File: src/rtl/core/sbpl_pkg.sv
// shared types, band edges and log height table for the band peak meter
package sbpl_pkg;

  localparam int BAND_COUNT     = 16;
  localparam int BINS_PER_FRAME = 256;
  localparam int PEAK_SHIFT     = 7;

  localparam int BIN_W   = 16;
  localparam int PEAK_W  = 15;
  localparam int COUNT_W = 8;
  localparam int BAND_W  = 4;
  localparam int LEVEL_W = 8;
  localparam int HEIGHT_W = 8;

  localparam logic [COUNT_W-1:0] LAST_BIN = COUNT_W'(BINS_PER_FRAME - 1);
  localparam logic [BAND_W-1:0]  LAST_BAND = BAND_W'(BAND_COUNT - 1);

  typedef logic [COUNT_W-1:0]  band_end_t [BAND_COUNT];
  typedef logic [HEIGHT_W-1:0] log_lut_t [2**LEVEL_W];

  // one past the last bin of each band
  localparam band_end_t BAND_END = '{
    8'd1, 8'd2, 8'd3, 8'd5, 8'd7, 8'd10, 8'd14, 8'd20,
    8'd28, 8'd40, 8'd54, 8'd74, 8'd101, 8'd137, 8'd187, 8'd255
  };

  // one bin beat
  typedef struct packed {
    logic signed [BIN_W-1:0] bin_value;
    logic                    frame_end;
  } bin_beat_t;

  // one band result beat
  typedef struct packed {
    logic [BAND_W-1:0]   band_index;
    logic [HEIGHT_W-1:0] height;
    logic                last_band;
  } band_res_t;

  // floor(32*log2(v)) as the top set bit of v^32, zero for v = 0
  function automatic log_lut_t build_log_lut();
    log_lut_t     lut;
    logic [255:0] acc;
    int           top;
    for (int v = 0; v < 2**LEVEL_W; v++) begin
      acc = 256'(v);
      for (int k = 0; k < 5; k++) begin
        acc = acc * acc;
      end
      top = 0;
      for (int b = 0; b < 256; b++) begin
        if (acc[b]) begin
          top = b;
        end
      end
      lut[v] = HEIGHT_W'(top);
    end
    return lut;
  endfunction

  localparam log_lut_t LOG_LUT = build_log_lut();

endpackage

File: src/rtl/core/sbpl_in_reg.sv
// input register stage for bin beats
module sbpl_in_reg (
  input  logic               clk,
  input  logic               rst_n,
  input  logic               in_valid,
  output logic               in_ready,
  input  sbpl_pkg::bin_beat_t in_beat,
  output logic               s1_valid,
  output sbpl_pkg::bin_beat_t s1_beat,
  input  logic               s1_take
);
  import sbpl_pkg::*;

  logic      s1_valid_r;
  logic      s1_valid_nxt;
  bin_beat_t s1_beat_r;

  // stage is free when empty or when its beat moves on this cycle
  assign in_ready = !s1_valid_r || s1_take;

  always_comb begin
    s1_valid_nxt = s1_valid_r;
    if (in_ready) begin
      s1_valid_nxt = in_valid;
    end
  end

  // valid flag
  always_ff @(posedge clk) begin
    if (!rst_n) begin
      s1_valid_r <= 1'b0;
    end else begin
      s1_valid_r <= s1_valid_nxt;
    end
  end

  // payload capture
  always_ff @(posedge clk) begin
    if (in_valid && in_ready) begin
      s1_beat_r <= in_beat;
    end
  end

  assign s1_valid = s1_valid_r;
  assign s1_beat  = s1_beat_r;

endmodule

File: src/rtl/core/sbpl_band_core.sv
// band tracking, peak hold, log height lookup and result register
module sbpl_band_core (
  input  logic                clk,
  input  logic                rst_n,
  input  logic                s1_valid,
  input  sbpl_pkg::bin_beat_t s1_beat,
  output logic                s1_take,
  output logic                out_valid,
  input  logic                out_ready,
  output sbpl_pkg::band_res_t out_res
);
  import sbpl_pkg::*;

  logic [COUNT_W-1:0] bin_count_r, bin_count_nxt;
  logic [BAND_W-1:0]  band_r, band_nxt;
  logic [PEAK_W-1:0]  peak_r, peak_nxt;
  logic               out_valid_r, out_valid_nxt;
  band_res_t          res_r, res_nxt;

  logic               proc;
  logic               wrap;
  logic               emit;
  logic [COUNT_W-1:0] pos_inc;
  logic [PEAK_W-1:0]  peak_upd;
  logic [LEVEL_W-1:0] level;

  // beat leaves the input stage whenever the result slot can take it
  assign s1_take = !out_valid_r || out_ready;
  assign proc    = s1_valid && s1_take;

  // frame end, marked or implied by the last bin position
  assign wrap    = s1_beat.frame_end || (bin_count_r == LAST_BIN);
  assign pos_inc = bin_count_r + COUNT_W'(1);

  // running max, negative bins never raise it
  always_comb begin
    peak_upd = peak_r;
    if (!s1_beat.bin_value[BIN_W-1] && (s1_beat.bin_value[PEAK_W-1:0] > peak_r)) begin
      peak_upd = s1_beat.bin_value[PEAK_W-1:0];
    end
  end

  assign emit  = !wrap && (pos_inc == BAND_END[band_r]);
  assign level = peak_upd[PEAK_SHIFT +: LEVEL_W];

  // next state and result
  always_comb begin
    bin_count_nxt = bin_count_r;
    band_nxt      = band_r;
    peak_nxt      = peak_r;
    out_valid_nxt = out_valid_r && !out_ready;
    res_nxt       = res_r;
    if (proc) begin
      if (wrap) begin
        bin_count_nxt = '0;
        band_nxt      = '0;
        peak_nxt      = '0;
      end else begin
        bin_count_nxt = pos_inc;
        peak_nxt      = peak_upd;
        if (emit) begin
          peak_nxt           = '0;
          band_nxt           = band_r + BAND_W'(1);
          out_valid_nxt      = 1'b1;
          res_nxt.band_index = band_r;
          res_nxt.height     = LOG_LUT[level];
          res_nxt.last_band  = (band_r == LAST_BAND);
        end
      end
    end
  end

  // control state
  always_ff @(posedge clk) begin
    if (!rst_n) begin
      bin_count_r <= '0;
      band_r      <= '0;
      peak_r      <= '0;
      out_valid_r <= 1'b0;
    end else begin
      bin_count_r <= bin_count_nxt;
      band_r      <= band_nxt;
      peak_r      <= peak_nxt;
      out_valid_r <= out_valid_nxt;
    end
  end

  // result payload
  always_ff @(posedge clk) begin
    res_r <= res_nxt;
  end

  assign out_valid = out_valid_r;
  assign out_res   = res_r;

  // frame end clears all tracking state
  a_wrap_clears: assert property (@(posedge clk) disable iff (!rst_n)
    (proc && wrap) |=> (bin_count_r == '0 && band_r == '0 && peak_r == '0))
    else $error("tracking state not cleared at frame end");

  // each emitted band advances the band number by one
  a_band_step: assert property (@(posedge clk) disable iff (!rst_n)
    (proc && emit) |=> (band_r == $past(band_r) + BAND_W'(1)))
    else $error("band number did not advance after result");

  // frame start implies band zero
  a_start_band: assert property (@(posedge clk) disable iff (!rst_n)
    (bin_count_r == '0) |-> (band_r == '0))
    else $error("band number nonzero at frame start");

  // a result is only loaded into a free slot
  a_no_overwrite: assert property (@(posedge clk) disable iff (!rst_n)
    (out_valid_r && !out_ready) |-> !proc)
    else $error("result register overwritten while stalled");

endmodule

File: src/rtl/core/spectrum_band_peak_log.sv
// Log-band spectrum peak meter: one signed bin per beat, one height per band.
// A band's last bin is first captured in the input register, then band logic and
// the log table feed the result register, which offers the result; while the
// result register is full and not taken, the bin waits in the input register.
// Throughput: one bin per cycle, limited only by the output ready.
// Reset: synchronous active-low rst_n clears bin count, band number, peak and
// both valid flags; the next bin accepted is bin 0 of a frame.
module spectrum_band_peak_log (
  input  logic                           clk,
  input  logic                           rst_n,
  input  logic                           in_valid,
  output logic                           in_ready,
  input  logic signed [sbpl_pkg::BIN_W-1:0] in_bin_value,
  input  logic                           in_frame_end,
  output logic                           out_valid,
  input  logic                           out_ready,
  output logic [sbpl_pkg::BAND_W-1:0]    out_band_index,
  output logic [sbpl_pkg::HEIGHT_W-1:0]  out_height,
  output logic                           out_last_band
);
  import sbpl_pkg::*;

  bin_beat_t in_beat;
  bin_beat_t s1_beat;
  logic      s1_valid;
  logic      s1_take;
  band_res_t out_res;

  assign in_beat.bin_value = in_bin_value;
  assign in_beat.frame_end = in_frame_end;

  // input stage
  sbpl_in_reg u_in_reg (
    .clk      (clk),
    .rst_n    (rst_n),
    .in_valid (in_valid),
    .in_ready (in_ready),
    .in_beat  (in_beat),
    .s1_valid (s1_valid),
    .s1_beat  (s1_beat),
    .s1_take  (s1_take)
  );

  // band tracking and result register
  sbpl_band_core u_band_core (
    .clk       (clk),
    .rst_n     (rst_n),
    .s1_valid  (s1_valid),
    .s1_beat   (s1_beat),
    .s1_take   (s1_take),
    .out_valid (out_valid),
    .out_ready (out_ready),
    .out_res   (out_res)
  );

  assign out_band_index = out_res.band_index;
  assign out_height     = out_res.height;
  assign out_last_band  = out_res.last_band;

endmodule

File: config.mk
export PLATFORM = sky130hd
export DESIGN_NAME = spectrum_band_peak_log
export DESIGN_NICKNAME = d
export VERILOG_FILES = /design/src/rtl/core/sbpl_pkg.sv /design/src/rtl/core/sbpl_in_reg.sv /design/src/rtl/core/sbpl_band_core.sv /design/src/rtl/core/spectrum_band_peak_log.sv
export SDC_FILE = /design/constraint.sdc
export NUM_CORES = 1
export LEC_CHECK = 0
export BUFFER_PORTS_ARGS = -buffer_cell sky130_fd_sc_hd__buf_2
export CORE_MARGIN = 2
export CORE_UTILIZATION = 45
export DETAILED_ROUTE_END_ITERATION = 10
export HOLD_SLACK_MARGIN = 0.05
export RECOVER_POWER = 100
export SETUP_SLACK_MARGIN = 0.5
export SLEW_MARGIN = 20
export SYNTH_ARGS = -nofsm -noshare
export SYNTH_HDL_FRONTEND = slang
export SYNTH_HIERARCHICAL = 1
export SYNTH_SLANG_ARGS = --single-unit
File: constraint.sdc
create_clock -name clk -period 5.1 [get_ports clk]
set_clock_uncertainty 0.1 [all_clocks]
set_input_delay 0.51 -clock clk [delete_from_list [all_inputs] [get_ports clk]]
set_output_delay 0.51 -clock clk [all_outputs]
set_load 0.01 [all_outputs]
==> run summary, run 1 <==
Startpoint types -> flop
Final Net Count -> 637
F_max -> 219.1 MHz
GRT Overall Usage -> 0.2322
H-tree depth -> 3
Combined flip-flop and latch cell area -> 1483 um2
Count of final hold-check violations -> 0
Synth Register Bits -> 59
Full die area -> 11300 um2
Worst EP required -> 5.09 ns
Critical path data arrival time -> 4.56 ns
Setup TNS -> 0 ns
# fillers -> 1006
Final Instance Area -> 5189 um2
VDD IR max -> 0.1719 mV
CTS tree -> built
Total number of vias -> 4487
Syn. warnings -> 6
Worst hold path class -> in -> reg
Hpwl dp -> 9289 um
Fin crit share -> 0.8948
Initial Utilization -> 0.4604
First-pass GRT wire length -> 20930 um
Post-route minimum period -> 4.563 ns
ANT cells -> 0
IO Pins -> 36
Num CTS Buffers -> 9
Setup ws final -> 0.5366 ns
Critical path peak fanout -> 18
Core Util, Final -> 0.5072
Distinct cells, synth -> 72
Cell Count, Final, Fillers Out -> 725
Residual DRC -> 0
Ratio of cells with drive above 1 in the final layout -> 0.1273
Initial antenna violation count -> 0
Clk root buf -> clkbuf_8
EDFF count, synth -> 30
Syn_nets -> 611
Placed cell count -> 706
Met3 GRT Util -> 0.05089
Post-synthesis sequential area ratio -> 0.3145
Longest Clk Path Bufs -> 2
Worst-Skew Late Latency -> 0.34 ns
Routed Antenna Nets -> 0
Setup crit end kind -> flop
Input/output buffers -> 35
Post-DP Area -> 5011 um2
Global Route met2 Usage -> 0.3681
Routability cong. -> 0.9623
Area grow syn2layout -> 10.15%
Max-slew headroom -> 0.2331
Global route overflow -> 0
Lkg Pwr -> 1.918 nW
Mapped Cells -> 558
Worst Reg2Reg Path Length in Cells -> 14
Multi-input logic area -> 2975 um2
Status -> complete, no violations
Die X -> 106.3 um
CORE AREA -> 10230 um2
Cell Area, Synth -> 4711 um2
RSZ-0062 raised after global routing -> no
Pwr per Cell Area -> 234.0 nW/um2
Hold Buf Count CTS -> 0
Clock sink count -> 59
Max-slew violations -> 0
Synth Flop Type -> edfxtp_1
Pre-CTS WS -> 0.6671 ns
Die Y -> 106.3 um
First-pass DRT Iterations -> 6
# rows -> 37
Avg Synthesized Cell Area -> 8.442 um2
Routed vias/inst -> 6.189
Hold Path Depth -> 1
Ys async rst share -> 0
Largest net degree at the start of global routing -> 30
Total Wirelength -> 13200 um
DRT iter0 DRCs -> 319
Avg WL per Cell -> 18.20 um
Worst-Margin Slew -> 1.150 ns
Met1 Usage GRT -> 0.3058
Vias in the first global route -> 4148
# setup viols final -> 0
Clock slew at reported path FFs -> 0.07 ns
Max Cap Violations -> 0
Type of the worst setup path -> reg -> reg
Busiest metal layer after global routing -> met2
[flip-flops by register name, summed over array words and instances (netlist names)]
signal	cells
u_band_core/peak_r	15
u_band_core/out_valid	1
u_band_core/band_r	4
u_in_reg/s1_beat	17
u_in_reg/s1_valid	1
u_band_core/bin_count_r	8
u_band_core/out_res	13
[final cells by class]
class                   count  share of cell area
multi-input cells         435              0.5734
flip-flops and latches     59              0.2857
repair buffers             52             0.05305
well taps                 136             0.03279
clock buffers              10             0.02460
inverters                  27             0.01953
clock inverters             6             0.01085
[cells by family after synthesis]
family / count (synthesis) / share of synthesized area
adders and majority gates: 32 / 0.08499
buffers and inverters: 64 / 0.05339
AOI/OAI and AO/OA: 190 / 0.2741
and+or+nand+nor: 179 / 0.1997
DFF: 59 / 0.3145
muxes: 18 / 0.04064
xor gates and xnor gates: 16 / 0.03267
[cell usage in the layout, fill, tap and decap left out, types with 4 or more instances in the layout]
master	Yosys	layout
o21ai_1	4	5
buf_2	9	19
xnor2_1	9	9
o21a_1	4	4
o21ai_0	36	35
nor3_1	15	15
and2_0	0	6
a21oi_1	38	38
mux2i_1	9	9
o211ai_1	10	10
mux2_2	9	9
a21o_1	5	5
a211oi_1	10	10
or3_1	5	5
clkbuf_8	0	9
o221ai_1	4	4
clkbuf_1	27	19
nor2_1	26	26
nand2b_1	5	6
inv_1	27	27
o2111ai_1	4	4
and3_1	10	10
a21boi_0	7	7
o31ai_1	4	4
edfxtp_1	30	30
nand3_1	14	14
a31oi_1	9	9
ha_1	32	32
dfxtp_1	29	28
a22oi_1	19	19
buf_4	0	15
xor2_1	6	6
nand2_1	49	49
nand4_1	4	4
nor2b_1	23	23
[routing by layer]
layer | share of wire | vias up
met4 | 0.026 | 0
met3 | 0.074 | 32
li1 | - | 2145
met5 | 0 | -
met2 | 0.46 | 187
met1 | 0.44 | 2123
[worst max-delay path, stage by stage, from the launching register on]
cell and delay [ns]:
dfxtp_1 0.55, inv_1 0.18, ha_1 0.37, nand4_1 0.20, o41a_1 0.54, o21a_1 0.18
buf_4 0.20, mux2_2 0.37, ha_1 0.43, nor2_1 0.08, a21oi_1 0.12, nor2_1 0.04
o21ai_0 0.24, o311ai_0 0.29, a311o_1 0.41
[what timing repair did]
action | 4_1_cts | 5_1_grt
resized for setup | 0 | 5
endpoints found under the setup margin | 0 | 3
buffers inserted | 0 | 3
[path summary, 6_finish.rpt]
| path | slack (ns) | startpoint | to |
|---|---|---|---|
| hold / removal | 0.24 | in_bin_value[7] | u_in_reg/s1_beat[8] |
| hold reg to reg | 0.42 | u_band_core/peak_r[2] | u_band_core/peak_r[2] |
| setup reg to reg | 0.54 | u_band_core/peak_r[10] | u_band_core/out_res[3] |
| setup / recovery | 0.54 | u_band_core/peak_r[10] | u_band_core/out_res[3] |
[through the flow]
| stage | hold WS, ns | total power (W) |
|---|---|---|
| finish | 0.2425 | 0.001214 |
| floorplan | 0.3064 | 0.0007274 |
| detailed placement | 0.4058 | 0.0008075 |
| CTS | 0.2247 | 0.001222 |
| global placement | 0.4006 | 0.0008052 |
| global route | 0.2189 | 0.001277 |
[synth_stat cells, types with 3 or more instances]
library cell / instances / area share
xnor2_1: 9 / 0.017
o21ai_1: 4 / 0.0042
nor3b_1: 3 / 0.0048
nand2_1: 49 / 0.039
nand4_1: 4 / 0.0053
nand2b_1: 5 / 0.0066
mux2i_1: 9 / 0.019
o31ai_1: 4 / 0.0064
a221oi_1: 3 / 0.0056
clkbuf_1: 27 / 0.022
o211a_1: 3 / 0.0064
and2_1: 7 / 0.0093
inv_1: 27 / 0.022
dfxtp_1: 29 / 0.12
a211oi_1: 10 / 0.016
buf_2: 9 / 0.0096
o211ai_1: 10 / 0.016
a21boi_0: 7 / 0.011
or3_1: 5 / 0.0066
mux2_2: 9 / 0.022
o221ai_1: 4 / 0.0074
a22oi_1: 19 / 0.030
a31o_2: 3 / 0.0056
nor2b_1: 23 / 0.031
a21o_1: 5 / 0.0080
and3_1: 10 / 0.013
xor2_1: 6 / 0.011
ha_1: 32 / 0.085
a21oi_1: 38 / 0.040
o2111ai_1: 4 / 0.0074
nand3_1: 14 / 0.015
nor3_1: 15 / 0.016
o21ai_0: 36 / 0.038
o21a_1: 4 / 0.0064
a31oi_1: 9 / 0.012
nor2_1: 26 / 0.021
edfxtp_1: 30 / 0.19
[power breakdown]
group	switching [W]	internal [W]
Combinational	0.000171	0.000104
Sequential	0.0000124	0.000518
Clock	0.000188	0.000221
No activity file was read; power rests on OpenSTA's default activity.
==> run 2, diff against run 1 <==
--- a/config.mk
+++ b/config.mk
@@ -10,6 +10,7 @@
 export CORE_UTILIZATION = 45
 export DETAILED_ROUTE_END_ITERATION = 10
 export HOLD_SLACK_MARGIN = 0.05
+export PLACE_DENSITY_LB_ADDON = 0.2
 export RECOVER_POWER = 100
 export SETUP_SLACK_MARGIN = 0.5
 export SLEW_MARGIN = 20
==> run summary, run 2 (synthesized netlist as in run 1, its figures left out) <==
First-pass GRT wire length -> 20620 um (-1.4%)
Ratio of cells with drive above 1 in the final layout -> 0.1324 (+0.005093)
Worst EP required -> 5.02 ns (-0.07 ns)
Worst-Skew Late Latency -> 0.34 ns (about the same)
Max reg flops -> 17 (unchanged)
Routed Antenna Nets -> 0 (unchanged)
CORE AREA -> 10230 um2 (unchanged)
Die X -> 106.3 um (unchanged)
Total number of vias -> 4447 (-0.89%)
GRT Overall Usage -> 0.2270 (-0.005240)
Avg WL per Cell -> 17.35 um (-4.7%)
Int Pwr -> 0.0007989 W (-5.2%)
Type of the worst setup path -> reg -> reg
Final Net Count -> 637 (unchanged)
Fin crit share -> 0.8865 (-0.008303)
Initial Utilization -> 0.4604 (unchanged)
Clock share of power -> 0.325 (-0.012)
Routed vias/inst -> 6.134 (-0.89%)
F_max -> 221.2 MHz (+0.94%)
Residual DRC -> 0 (unchanged)
Most frequent cells in the layout -> nand2_1, a21oi_1, o21ai_0
Switching pwr -> 0.0003890 W (+4.8%)
Max-slew headroom -> 0.2733 (+0.04023)
# rows -> 37 (unchanged)
Sw Share -> 0.3275 (+0.02169)
Sequential power share -> 0.446 (+0.009)
Largest net degree at the start of global routing -> 30 (unchanged)
Setup TNS -> 0 ns (unchanged)
Initial antenna violation count -> 0 (unchanged)
Routability cong. -> 0.9446 (-1.8%)
Critical path peak fanout -> 24 (+6)
DRT iter0 DRCs -> 548 (+72%)
Hold Buf Count CTS -> 0 (unchanged)
Vias in the first global route -> 4058 (-2.2%)
# setup viols final -> 0 (unchanged)
Critical path data arrival time -> 4.45 ns (-0.11 ns)
IO Pins -> 36 (unchanged)
Worst hold path class -> in -> reg
ANT cells -> 0 (unchanged)
Num CTS Buffers -> 9 (unchanged)
Most common cell after layout, fill and taps aside -> nand2_1
Max Cap Violations -> 0 (unchanged)
Full die area -> 11300 um2 (unchanged)
Global route overflow -> 0 (unchanged)
RSZ-0062 raised after global routing -> yes
Clk root buf -> clkbuf_8
WHS -> 0.2374 ns (-0.005036 ns)
Startpoint types -> flop
Worst-Margin Slew -> 1.090 ns (-0.06034 ns)
Total Wirelength -> 12580 um (-4.7%)
CTS tree -> built
Count of final hold-check violations -> 0 (unchanged)
Clock sink count -> 59 (unchanged)
Setup crit end kind -> flop
Input/output buffers -> 35 (unchanged)
Clock slew at reported path FFs -> 0.08 ns (about the same)
Longest Clk Path Bufs -> 2 (unchanged)
VDD IR max -> 0.2159 mV (+26%)
H-tree depth -> 3 (unchanged)
Post-route minimum period -> 4.521 ns (-0.04234 ns)
Hpwl dp -> 9016 um (-2.9%)
Max-slew violations -> 0 (unchanged)
First-pass DRT Iterations -> 5 (-1)
Comb power frac -> 0.229 (+0.003)
Lkg Pwr -> 1.923 nW (+0.27%)
Status -> complete, no violations
Die Y -> 106.3 um (unchanged)
Pwr per Cell Area -> 228.6 nW/um2 (-2.3%)
Area grow syn2layout -> 10.31%
## run 2: cell types whose count changed in the layout (fill, tap and decap cells not counted), moves of 2 or more
| cell | change |
|---|---|
| mux2_2 | -2 |
| clkbuf_1 | -2 |
| o21ai_1 | -2 |
| o21ai_0 | +2 |
| clkinv_4 | +3 |
| mux2_1 | +2 |
## run 2: power by group through the flow
stage               combinational [W]  sequential [W]  clock (W)
global placement             0.000263        0.000541          0
detailed placement           0.000264        0.000542          0
CTS                          0.000265        0.000531   0.000397
finish                       0.000271        0.000530   0.000386
global route                 0.000296        0.000532   0.000416
floorplan                    0.000189        0.000538          0
## run 2: worst paths after layout
path | startpoint | endpoint | slack [ns] | cells past startpoint
max | u_band_core/peak_r[9] | u_band_core/out_res[1] | 0.58 | 11
min | in_bin_value[6] | u_in_reg/s1_beat[7] | 0.24 | 1
max reg2reg | u_band_core/peak_r[9] | u_band_core/out_res[1] | 0.58 | 11
min reg2reg | u_band_core/bin_count_r[1] | u_band_core/bin_count_r[1] | 0.43 | 2
## run 2: cell type report
type	count	area [um2]
fillers	969	5035
inverters	27	101.3
multi-input cells	435	2983
clock buffers	9	123.9
clock inverters	7	52.55
flip-flops and latches	59	1483
well taps	136	170.2
repair buffers	52	282.8
## run 2: metrics by stage
stage | setup WS [ns] | instance area (um2) | power, W | util | cells
floorplan | 0.9054 | 4711 | 0.0007274 | - | 558
global placement | 0.7164 | 5019 | 0.0008041 | 0.4905 | 707
detailed placement | 0.5771 | 5019 | 0.0008052 | 0.4905 | 707
CTS | 0.5677 | 5195 | 0.001192 | 0.5078 | 723
global route | 0.2956 | 5196 | 0.001245 | 0.5079 | 725
finish | 0.5789 | 5196 | 0.001188 | 0.5079 | 725
## run 2: worst max-delay path: stages, from the launching register on
cell	delay, ns
dfxtp_1	0.50
inv_1	0.20
ha_1	0.34
nand4_1	0.16
o41a_1	0.53
o21a_2	0.24
buf_4	0.24
mux2_1	0.80
nand4_1	0.26
o21a_1	0.26
a311oi_1	0.29
o311ai_0	0.27
## run 2: timing repair
item | CTS | global route
gates resized for setup | 0 | 5
buffers inserted | 0 | 2
setup endpoints to repair | 0 | 4
## run 2: metal layers
metal | vias up | routed length [um] | GRT usage
met5 | - | 0 | 0
met4 | 0 | 321 | 0.08271
met3 | 37 | 979 | 0.04782
met2 | 236 | 5538 | 0.3416
met1 | 2036 | 5742 | 0.3204
li1 | 2138 | - | -
==> run 3, diff against run 2 <==
--- a/config.mk
+++ b/config.mk
@@ -5,10 +5,11 @@
 export SDC_FILE = /design/constraint.sdc
 export NUM_CORES = 1
 export LEC_CHECK = 0
-export BUFFER_PORTS_ARGS = -buffer_cell sky130_fd_sc_hd__buf_2
+export CAP_MARGIN = 20
 export CORE_MARGIN = 2
 export CORE_UTILIZATION = 45
 export DETAILED_ROUTE_END_ITERATION = 10
+export DONT_BUFFER_PORTS = 1
 export HOLD_SLACK_MARGIN = 0.05
 export PLACE_DENSITY_LB_ADDON = 0.2
 export RECOVER_POWER = 100
@@ -16,5 +17,4 @@
 export SLEW_MARGIN = 20
 export SYNTH_ARGS = -nofsm -noshare
 export SYNTH_HDL_FRONTEND = slang
-export SYNTH_HIERARCHICAL = 1
 export SYNTH_SLANG_ARGS = --single-unit
==> run summary, run 3 <==
Max reg flops -> 17 (unchanged)
Synth Register Bits -> 59 (unchanged)
Worst Reg2Reg Path Length in Cells -> 15 (+4)
Global route overflow -> 0 (unchanged)
Longest Clk Path Bufs -> 2 (unchanged)
Delay-heaviest family, CP -> compound AO/OA/AOI/OAI gates
Combined flip-flop and latch cell area -> 1481 um2 (about the same)
Clk root buf -> clkbuf_8
Synth top cells by count -> a21oi_1, nand2_1, nor2_1
Cell Area, Synth -> 4425 um2 (-6.1%)
Worst EP required -> 5.07 ns (+0.05 ns)
Avg Synthesized Cell Area -> 8.644 um2 (+2.4%)
Most frequent cells in the layout -> nand2_1, a21oi_1, nor2_1
RSZ-0062 raised after global routing -> yes
Final Net Count -> 557 (-13%)
Area grow syn2layout -> 6.220%
# rows -> 36 (-2.7%)
Worst path bufs/invs -> 2 (unchanged)
Fin crit share -> 0.8729 (-0.01357)
Slowest stage delay, CP -> 0.53 ns (-0.27 ns)
Distinct cells, synth -> 63 (-13%)
Hpwl dp -> 8151 um (-9.6%)
Type of the worst setup path -> reg -> reg
CP Cell Sequence -> ha_1, nand4_1, nor2_1, o31ai_1, a311oi_4, nor2_1, a21oi_1, clkbuf_1, inv_1, ha_1, nand2_1, a21oi_1, a311o_1, a211oi_1, nor4_1
Vias in the first global route -> 3642 (-10%)
Status -> complete, no violations
Worst-Skew Late Latency -> 0.33 ns (about the same)
Post-synth top area share -> 0.2036 (+0.01233)
Die Y -> 103.2 um (-3.0%)
ANT cells -> 0 (unchanged)
Startpoint types -> flop
Avg WL per Cell -> 17.95 um (+3.4%)
Count of final hold-check violations -> 0 (unchanged)
Hold Path Depth -> 0 (-1)
Die X -> 103.2 um (-3.0%)
Worst hold path class -> in -> reg
Initial Utilization -> 0.4591 (-0.001326)
Pwr per Cell Area -> 245.7 nW/um2 (+7.5%)
Setup TNS -> 0 ns (unchanged)
Input/output buffers -> 0 (-100%)
Clock slew at reported path FFs -> 0.08 ns (about the same)
H-tree depth -> 3 (unchanged)
Full die area -> 10640 um2 (-5.8%)
Initial antenna violation count -> 0 (unchanged)
# fillers -> 969 (unchanged)
Total number of vias -> 3843 (-14%)
Synth Area in Compound Gates -> 0.2299 (-0.04425)
Max Cap Violations -> 0 (unchanged)
Synth Area in XOR/XNOR -> 0.03675 (+0.004085)
Clock sink count -> 59 (unchanged)
Synth area leader -> edfxtp_1
Largest family of logic cells by synthesized area -> compound AO/OA/AOI/OAI gates
Ys async rst share -> 0 (unchanged)
EDFF count, synth -> 30 (unchanged)
Syn. warnings -> 0 (-6)
Total Wirelength -> 11500 um (-8.6%)
Post-CTS Repair Setup Buffers -> 0 (unchanged)
Ratio of cells with drive above 1 in the final layout -> 0.09055 (-0.04188)
Num CTS Buffers -> 9 (unchanged)
Lkg Pwr -> 1.664 nW (-13%)
# setup viols final -> 0 (unchanged)
WHS -> 0.1672 ns (-0.07025 ns)
WP depth -> 15 (+4)
Mux contribution to synthesized area -> 0.05004 (+0.009405)
Syn_nets -> 566 (-7.4%)
DRT iter0 DRCs -> 303 (-45%)
Post-synthesis sequential area ratio -> 0.3347 (+0.02027)
Max-slew headroom -> 0.2518 (-0.02150)
Routed vias/inst -> 5.995 (-2.3%)
Critical path peak fanout -> 15 (-38%)
Synth Area in Adders -> 0.09330 (+0.008306)
GRT Overall Usage -> 0.2301 (+0.003096)
Mapped Cells -> 512 (-8.2%)
CTS tree -> built
Largest net degree at the start of global routing -> 30 (unchanged)
Max-slew violations -> 0 (unchanged)
Residual DRC -> 0 (unchanged)
F_max -> 224.6 MHz (+1.6%)
Routed Antenna Nets -> 0 (unchanged)
Crit-path slowest cell -> edfxtp_1
Synth Flop Type -> edfxtp_1
CORE AREA -> 9639 um2 (-5.8%)
IO Pins -> 36 (unchanged)
Simple-Gate Fraction of Synth Area -> 0.1968 (-0.002957)
Worst-Margin Slew -> 1.122 ns (+0.03161 ns)
First-pass GRT wire length -> 19020 um (-7.8%)
Largest cells by area after synthesis -> edfxtp_1, dfxtp_1, ha_1
Setup crit end kind -> flop
Routability cong. -> 0.9595 (+1.6%)
Critical path data arrival time -> 4.42 ns (-0.03 ns)
Multi-input logic area -> 2698 um2 (-9.6%)
Post-route minimum period -> 4.452 ns (-0.06919 ns)
First-pass DRT Iterations -> 5 (unchanged)
VDD IR max -> 0.1639 mV (-24%)
run 3: power by group:
group          total [W]  leakage (nW)  internal, W  switching (W)
sequential      0.000531         0.524     0.000517      0.0000135
combinational   0.000239          1.05    0.0000875       0.000152
clock           0.000385        0.0910     0.000183       0.000202
run 3: final timing paths:
path                            slack [ns]                      to                  start
worst max-delay path                  0.65  u_band_core.out_res[2]   u_in_reg.s1_beat[11]
worst min-delay path                  0.17     u_in_reg.s1_beat[5]        in_bin_value[4]
worst max register to register        0.65  u_band_core.out_res[2]   u_in_reg.s1_beat[11]
worst min register to register        0.43   u_band_core.peak_r[3]  u_band_core.peak_r[3]
run 3: routing by layer:
metal  vias up  routed length [um]  track usage
met5         -                   0            0
met4         0                 267      0.07794
met3        21                 738      0.05645
met2       146                5415       0.3631
met1      1803                5081       0.3095
li1       1873                   -            -
run 3: cells by family after synthesis:
family          after synthesis
compound gates              153
xor+xnor                     17
fa+ha+maj                    33
buf+inv                      56
flops                        59
mux                          20
simple gates                174
run 3: per-stage QoR:
step,cells,setup slack (ns),instance area [um2],utilization,power (W)
finish,641,0.6481,4701,0.4877,0.001155
global placement,625,1.007,4519,0.4688,0.0007773
CTS,641,0.8886,4700,0.4875,0.001168
global route,641,0.3052,4701,0.4877,0.001224
detailed placement,625,0.9056,4519,0.4688,0.0007765
floorplan,512,0.7155,4425,-,0.0007202
run 3: what timing repair did:
action	CTS	global route
setup endpoints to repair	0	1
hold buffers	0	0
gates resized for setup	0	1
run 3: final cells by class:
type                    instances  area share
inverters                      25     0.02050
repair buffers                 11     0.01677
well taps                     133     0.03540
flip-flops and latches         59      0.3151
clock inverters                 7     0.01198
multi-input cells             397      0.5739
clock buffers                   9     0.02635
